$ cat src/dcm_pkg.sv
// types and constants shared by the timed move controller and its checker
`default_nettype none

package dcm_pkg;

  localparam int POS_W    = 16;
  localparam int TIME_W   = 32;
  localparam int SPEED_W  = 24;
  localparam int TRAVEL_W = SPEED_W + TIME_W;
  localparam int CMP_W    = TRAVEL_W + 2;
  localparam int SPAN_W   = POS_W + 1;
  localparam int LIM_W    = SPAN_W + 19;

  // 1000 ms per second times 256 for the speed fraction, split as 125 << 11
  localparam int FRAC_SHIFT = 11;
  localparam int DIV_ODD    = 125;
  localparam int DIVISOR    = DIV_ODD << FRAC_SHIFT;

  // quotient by 125 through a reciprocal, exact for the travel range that can pass the compare
  localparam int QSRC_HI     = 33;
  localparam int QSRC_W      = QSRC_HI - FRAC_SHIFT + 1;
  localparam int RECIP_W     = 24;
  localparam int RECIP_SHIFT = 30;
  localparam int RPROD_W     = QSRC_W + RECIP_W;
  localparam int QUOT_W      = RPROD_W - RECIP_SHIFT;
  localparam logic [RECIP_W-1:0] RECIP = RECIP_W'(8589935);

  typedef enum logic [1:0] {
    OP_TICK = 2'd0,
    OP_MOVE = 2'd1,
    OP_SET  = 2'd2,
    OP_STOP = 2'd3
  } opcode_t;

  typedef enum logic [1:0] {
    PH_DONE = 2'd0,
    PH_INIT = 2'd1,
    PH_EXEC = 2'd2
  } phase_t;

  typedef struct packed {
    opcode_t                  opcode;
    logic signed [POS_W-1:0]  value;
    logic [TIME_W-1:0]        now_ms;
    logic                     home_override;
  } in_word_t;

  typedef struct packed {
    logic                     drive_a;
    logic                     drive_b;
    logic signed [POS_W-1:0]  position;
    logic                     finished;
  } out_word_t;

  // x times the divisor, by shifts and subtracts
  function automatic logic signed [LIM_W-1:0] mul_div(input logic signed [SPAN_W-1:0] x);
    logic signed [LIM_W-1:0] xe;
    xe = {{(LIM_W-SPAN_W){x[SPAN_W-1]}}, x};
    return (xe <<< 18) - (xe <<< 12) - (xe <<< FRAC_SHIFT);
  endfunction

endpackage

`default_nettype wire

$ cat src/dc_motor_timed_move_controller.sv
// pipeline: stage a registers the input word and its travel product, then the
// result register takes the result word; one word per cycle while the receiver does
// not stall; the divide by 256000 and the target compare work between the two registers
// reset: synchronous, clears the controller to done with the bridge low, speed to zero
// and both pipeline stages to empty; no clearing pass
`default_nettype none

module dc_motor_timed_move_controller (
  input  wire                           clk,
  input  wire                           rst,
  input  wire                           in_valid,
  output logic                          in_stall,
  input  dcm_pkg::in_word_t             in_data,
  output logic                          out_valid,
  input  wire                           out_stall,
  output dcm_pkg::out_word_t            out_data,
  input  wire                           cfg_we,
  input  wire [dcm_pkg::SPEED_W-1:0]    cfg_data
);
  import dcm_pkg::*;

  logic [SPEED_W-1:0]       speed;
  phase_t                   phase, phase_next;
  logic                     dir_forward, dir_forward_next;
  logic signed [POS_W-1:0]  target_pos, target_pos_next;
  logic signed [POS_W-1:0]  current_pos, current_pos_next;
  logic signed [POS_W-1:0]  start_pos, start_pos_next;
  logic [TIME_W-1:0]        start_time, start_time_next;
  logic                     pin_a, pin_a_next;
  logic                     pin_b, pin_b_next;
  logic signed [LIM_W-1:0]  thr, thr_next;
  logic signed [LIM_W-1:0]  lim, lim_next;

  logic                     valid_a;
  in_word_t                 item_a;
  logic [TRAVEL_W-1:0]      travel_a;

  logic                     accept;
  logic                     adv;
  logic                     fwd_init;
  logic [TIME_W-1:0]        start_eff;
  logic [TIME_W-1:0]        elapsed;
  logic [TRAVEL_W-1:0]      travel_next;

  logic signed [CMP_W-1:0]  tw, thr_x, lim_x;
  logic                     ok_floor, ok_ceil, use_ceil, ok;
  logic [QSRC_W-1:0]        qsrc;
  logic [RPROD_W-1:0]       rprod;
  logic [QUOT_W-1:0]        quot;
  logic [QSRC_W:0]          quot125;
  logic                     rem_nz;
  logic [QUOT_W-1:0]        adj;
  logic signed [POS_W-1:0]  est;
  logic signed [SPAN_W-1:0] cur_x, tgt_x, span, base;

  // handshake: stage a moves on when the result register is free or being taken
  assign adv      = valid_a && (!out_valid || !out_stall);
  assign in_stall = rst || (valid_a && !adv);
  assign accept   = in_valid && !in_stall;

  // an init tick ahead of the new word sets the start time this very cycle
  assign fwd_init  = valid_a && (item_a.opcode == OP_TICK) && !item_a.home_override &&
                     (phase == PH_INIT);
  assign start_eff = fwd_init ? item_a.now_ms : start_time;
  assign elapsed   = in_data.now_ms - start_eff;
  assign travel_next = TRAVEL_W'(speed) * TRAVEL_W'(elapsed);

  always_ff @(posedge clk) begin
    if (rst) begin
      speed <= '0;
    end else if (cfg_we) begin
      speed <= cfg_data;
    end
  end

  always_ff @(posedge clk) begin
    if (rst) begin
      valid_a <= 1'b0;
    end else if (accept) begin
      valid_a <= 1'b1;
    end else if (adv) begin
      valid_a <= 1'b0;
    end
  end

  always_ff @(posedge clk) begin
    if (accept) begin
      item_a   <= in_data;
      travel_a <= travel_next;
    end
  end

  // estimate: trunc((start * D +/- travel) / D), floor or ceil of travel / D by sign case
  assign tw    = $signed({2'b00, travel_a});
  assign thr_x = {{(CMP_W-LIM_W){thr[LIM_W-1]}}, thr};
  assign lim_x = {{(CMP_W-LIM_W){lim[LIM_W-1]}}, lim};

  assign ok_floor = tw < (lim_x + CMP_W'(DIVISOR));
  assign ok_ceil  = tw <= lim_x;
  assign use_ceil = dir_forward ? (tw < thr_x) : (tw <= thr_x);
  assign ok       = use_ceil ? ok_ceil : ok_floor;

  assign qsrc    = travel_a[QSRC_HI:FRAC_SHIFT];
  assign rprod   = RPROD_W'(qsrc) * RPROD_W'(RECIP);
  assign quot    = rprod[RPROD_W-1:RECIP_SHIFT];
  assign quot125 = ((QSRC_W+1)'(quot) << 7) - ((QSRC_W+1)'(quot) << 1) - (QSRC_W+1)'(quot);
  assign rem_nz  = (|travel_a[FRAC_SHIFT-1:0]) || ((QSRC_W+1)'(qsrc) != quot125);
  assign adj     = quot + QUOT_W'(use_ceil && rem_nz);
  assign est     = dir_forward ? (start_pos + $signed(adj[POS_W-1:0]))
                               : (start_pos - $signed(adj[POS_W-1:0]));

  // thresholds latched on the init tick, fixed for the rest of the move
  assign cur_x = {current_pos[POS_W-1], current_pos};
  assign tgt_x = {target_pos[POS_W-1], target_pos};
  assign span  = dir_forward ? (tgt_x - cur_x) : (cur_x - tgt_x);
  assign base  = dir_forward ? -cur_x : cur_x;

  always_comb begin
    phase_next       = phase;
    dir_forward_next = dir_forward;
    target_pos_next  = target_pos;
    current_pos_next = current_pos;
    start_pos_next   = start_pos;
    start_time_next  = start_time;
    pin_a_next       = pin_a;
    pin_b_next       = pin_b;
    thr_next         = thr;
    lim_next         = lim;
    unique case (item_a.opcode)
      OP_MOVE: begin
        target_pos_next  = item_a.value;
        phase_next       = PH_INIT;
        dir_forward_next = item_a.value > current_pos;
      end
      OP_SET: begin
        current_pos_next = item_a.value;
      end
      OP_STOP: begin
        pin_a_next = 1'b0;
        pin_b_next = 1'b0;
        phase_next = PH_DONE;
      end
      OP_TICK: begin
        if (item_a.home_override) begin
          pin_a_next = 1'b1;
          pin_b_next = 1'b0;
        end else begin
          unique case (phase)
            PH_INIT: begin
              pin_a_next      = dir_forward;
              pin_b_next      = !dir_forward;
              start_time_next = item_a.now_ms;
              start_pos_next  = current_pos;
              thr_next        = mul_div(base);
              lim_next        = mul_div(span);
              phase_next      = PH_EXEC;
            end
            PH_EXEC: begin
              if (ok) begin
                current_pos_next = est;
              end else begin
                pin_a_next = 1'b0;
                pin_b_next = 1'b0;
                phase_next = PH_DONE;
              end
            end
            default: begin
            end
          endcase
        end
      end
      default: begin
      end
    endcase
  end

  always_ff @(posedge clk) begin
    if (rst) begin
      phase       <= PH_DONE;
      dir_forward <= 1'b1;
      target_pos  <= '0;
      current_pos <= '0;
      start_pos   <= '0;
      start_time  <= '0;
      pin_a       <= 1'b0;
      pin_b       <= 1'b0;
    end else if (adv) begin
      phase       <= phase_next;
      dir_forward <= dir_forward_next;
      target_pos  <= target_pos_next;
      current_pos <= current_pos_next;
      start_pos   <= start_pos_next;
      start_time  <= start_time_next;
      pin_a       <= pin_a_next;
      pin_b       <= pin_b_next;
    end
  end

  always_ff @(posedge clk) begin
    if (adv) begin
      thr <= thr_next;
      lim <= lim_next;
    end
  end

  always_ff @(posedge clk) begin
    if (rst) begin
      out_valid <= 1'b0;
    end else if (adv) begin
      out_valid <= 1'b1;
    end else if (!out_stall) begin
      out_valid <= 1'b0;
    end
  end

  always_ff @(posedge clk) begin
    if (adv) begin
      out_data.drive_a  <= pin_a_next;
      out_data.drive_b  <= pin_b_next;
      out_data.position <= current_pos_next;
      out_data.finished <= (phase_next == PH_DONE);
    end
  end

endmodule

`default_nettype wire

$ cat config.mk
export PLATFORM = sky130hd
export DESIGN_NAME = dc_motor_timed_move_controller
export DESIGN_NICKNAME = d
export VERILOG_FILES = /design/src/dcm_pkg.sv /design/src/dc_motor_timed_move_controller.sv
export SDC_FILE = /design/constraint.sdc
export NUM_CORES = 2
export LEC_CHECK = 0
export ABC_AREA = 1
export BUFFER_PORTS_ARGS = -buffer_cell sky130_fd_sc_hd__buf_2
export CORE_ASPECT_RATIO = 1.4
export CORE_MARGIN = 2
export CORE_UTILIZATION = 55
export CTS_BUF_LIST = sky130_fd_sc_hd__clkbuf_16
export CTS_CLUSTER_DIAMETER = 30
export CTS_CLUSTER_SIZE = 12
export DETAILED_ROUTE_END_ITERATION = 8
export PLACE_DENSITY = 0.83
export RECOVER_POWER = 100
export REMOVE_ABC_BUFFERS = 1
export SETUP_SLACK_MARGIN = 0.3
export SYNTH_ARGS = -nofsm -noshare
export SYNTH_HDL_FRONTEND = slang
export SYNTH_SLANG_ARGS = --single-unit
$ cat constraint.sdc
create_clock -name clk -period 15.1 [get_ports clk]
set_clock_uncertainty 0.15 [all_clocks]
set_input_delay 1.51 -clock clk [delete_from_list [all_inputs] [get_ports clk]]
set_output_delay 1.51 -clock clk [all_outputs]
set_load 0.02 [all_outputs]
==> results.json <==
{
  "status": "finished with violations",
  "violations": "max-capacitance violations, max-slew violations",
  "post_cts_buffers": 0,
  "crit_path_max_incr_delay_ns": 1.54,
  "numCtsBuffers": 75,
  "dr.first_iter.drc_count": 4453,
  "cts-root-buf": "clkbuf_16",
  "viasPerCell": 5.81,
  "maxCapViolations": 8,
  "clock_latency_ns": 0.66,
  "setup_violations": 0,
  "start_util_pct": 55.5,
  "setup_tns_ns": 0,
  "mostFrequentLayoutCells": "inv_1, nand2_1, fa_1",
  "routed_wirelength_microns": 177000,
  "period_share_pct": 91.5,
  "synth_top_area_cell": "fa_1",
  "arrival_ns": 14.04,
  "cts.path.max_buffers": 3,
  "clk_pin_slew_ns": 0.05,
  "place_hpwl_microns": 140000,
  "synth_top_area_share_pct": 29.4,
  "wl_per_cell_microns": 20.7,
  "critPathLaunchType": "register",
  "worst_pin_slew_ns": 4.02,
  "utilization_pct": 59.9,
  "synth_seq_area_share_pct": 13.2,
  "grt_max_degree": 88,
  "syn2layout_area_growth_pct": 7.81,
  "port_buffers": 100,
  "holdCritPathClass": "reg -> reg",
  "die_w_microns": 276,
  "yosysWarningCount": 0,
  "gr-usage-met3_pct": 6.77,
  "antenna_found_initial": 3,
  "num_antenna_cells": 0,
  "rows": 139,
  "syn_avg_cell_area_sq_um": 8.06,
  "drtPass1Iterations": 7,
  "grt_use_met2_pct": 58.6,
  "die_y_microns": 385,
  "r2r_end": "travel_a[53]$_DFFE_PP_",
  "fill_cells": 8678,
  "ys_ff_latch": 287,
  "crit_family": "adder cells",
  "setup_ws_ns": 1.29,
  "syn_inst": 7087,
  "groute.usage.overall_pct": 33.5,
  "gp_congestion": 1.07,
  "dp_slack_ns": 2.30,
  "synthTopCellsByArea": "fa_1, ha_1, inv_1",
  "dieArea_sq_um": 106000,
  "maxSlewHeadroom_pct": -168,
  "fin_nets": 8828,
  "slowest_stage": "clkbuf_1",
  "cts_tree": "built",
  "period_minus_slack_ns": 13.81,
  "synthArstFlopShare_pct": 0,
  "syn_area_sq_um": 57100,
  "postRouteAntennaNets": 0,
  "maxSlewViolCount": 458,
  "hold_viol_final": 0,
  "grt_pass1_vias": 52900,
  "final_common_cell": "inv_1",
  "endpoint": "travel_a[53]$_DFFE_PP_",
  "grtUsageMet1_pct": 35.4,
  "core_area_sq_um": 103000,
  "holdBufCountCts": 0,
  "overflow": 0,
  "timing.fmax_ghz": 0.0724,
  "crit_buf_inv": 10,
  "cp-end-kind": "register",
  "grt-busiest-layer": "met2",
  "critPathLaunch": "item_a[49]$_DFFE_PP_",
  "path_depth": 41,
  "worstPathRequired_ns": 15.32,
  "cts.sinks": 287,
  "worst-path-max-fanout": 52,
  "rsz0062_at_grt": "false",
  "instances_no_fill": 8547,
  "grt_pass1_wl_microns": 278000,
  "synth_edf_count": 176,
  "vias": 49700,
  "drcViolationCount": 0,
  "r2r-start": "item_a[49]$_DFFE_PP_",
  "ys_types": 68,
  "crit_type": "reg -> reg",
  "crit_top_cell": "fa_1",
  "post_cts_resize_count": 0,
  "r2r_slack_ns": 1.29,
  "reg2regPathDepth": 41,
  "dp.cells": 8408,
  "dominantRegCellSynth": "edfxtp_1",
  "io_pins": 101,
  "drive_above_1_share_pct": 5.20,
  "htree_levels": 3
}
## worst reg2reg max path, delay by kind of cell (launching register included)
| kind | cells | cell delay (ns) |
|---|---|---|
| fa+ha+maj | 10 | 4.50 |
| xor+xnor | 1 | 0.09 |
| flops | 1 | 0.35 |
| buf+inv | 10 | 3.23 |
| compound gates | 9 | 2.53 |
| simple gates | 11 | 2.72 |
## registers in the layout, summed over array words and instances (netlist names)
signal,cells
current_pos,16
dir_forward,1
item_a,51
lim,25
out_data,19
out_valid,1
phase,2
pin_a,1
pin_b,1
speed,24
start_pos,16
start_time,32
target_pos,16
thr,25
travel_a,56
valid_a,1
## cell type report
type	instances	area [sq um]	area share, %
clock buffers	77	1930	3.13
clock inverters	62	731	1.19
repair buffers	154	803	1.31
flip-flops and latches	287	7520	12.2
well taps	1339	1680	2.72
inverters	1563	5870	9.54
multi-input cells	5065	43000	69.9
## kinds of logic (layout without fill, tap and decap cells)
group           after synthesis  after routing  synth area share, %
compound gates              889            889                 8.58
xor+xnor                    201            201                 3.11
fa+ha+maj                  1602           1602                 46.1
buf+inv                    1735           1856                 11.5
flops                       287            287                 13.2
mux                           4              4               0.0723
simple gates               2369           2369                 17.5
## cell usage after synthesis (all sizes together) (46+ instances only)
library cell  count
dfxtp           111
nand4            48
edfxtp          176
or2              46
fa              838
ha              764
inv            1544
o21ai           288
nor2            491
clkbuf          149
nand2          1396
xnor2            53
a21oi           450
nor3             60
xor2            147
nand3           285
## metal layers
layer / part of all wire [%] / wire length (microns) / up-vias
met2: 48 / 85000 / 2669
met5: 0.019 / 34 / -
met4: 9.6 / 17000 / 6
li1: - / - / 22300
met3: 8.8 / 15600 / 925
met1: 34 / 59500 / 23800
## through the flow
stage,cell area [sq um],hold slack [ns]
6_report,61500,0.299
5_1_grt,61500,0.321
4_1_cts,61700,0.303
3_5_place_dp,59000,0.295
3_3_place_gp,59000,0.289
2_1_floorplan,56400,0.281
## worst min-delay path by stage
| stage | end | depth (start not counted) | from |
|---|---|---|---|
| after floorplan | start_time[0]$_SDFFE_PP0P_ | 2 | start_time[0]$_SDFFE_PP0P_ |
| after global placement | start_time[16]$_SDFFE_PP0P_ | 2 | start_time[16]$_SDFFE_PP0P_ |
| after detailed placement | start_time[13]$_SDFFE_PP0P_ | 2 | start_time[13]$_SDFFE_PP0P_ |
| after CTS | start_time[13]$_SDFFE_PP0P_ | 2 | start_time[13]$_SDFFE_PP0P_ |
| after global routing | start_time[20]$_SDFFE_PP0P_ | 2 | start_time[20]$_SDFFE_PP0P_ |
| final | start_time[13]$_SDFFE_PP0P_ | 2 | start_time[13]$_SDFFE_PP0P_ |
Power is left out: the tool's default activity adds up to more than one toggle a clock period on the data nets, which glitch-free logic cannot reach.
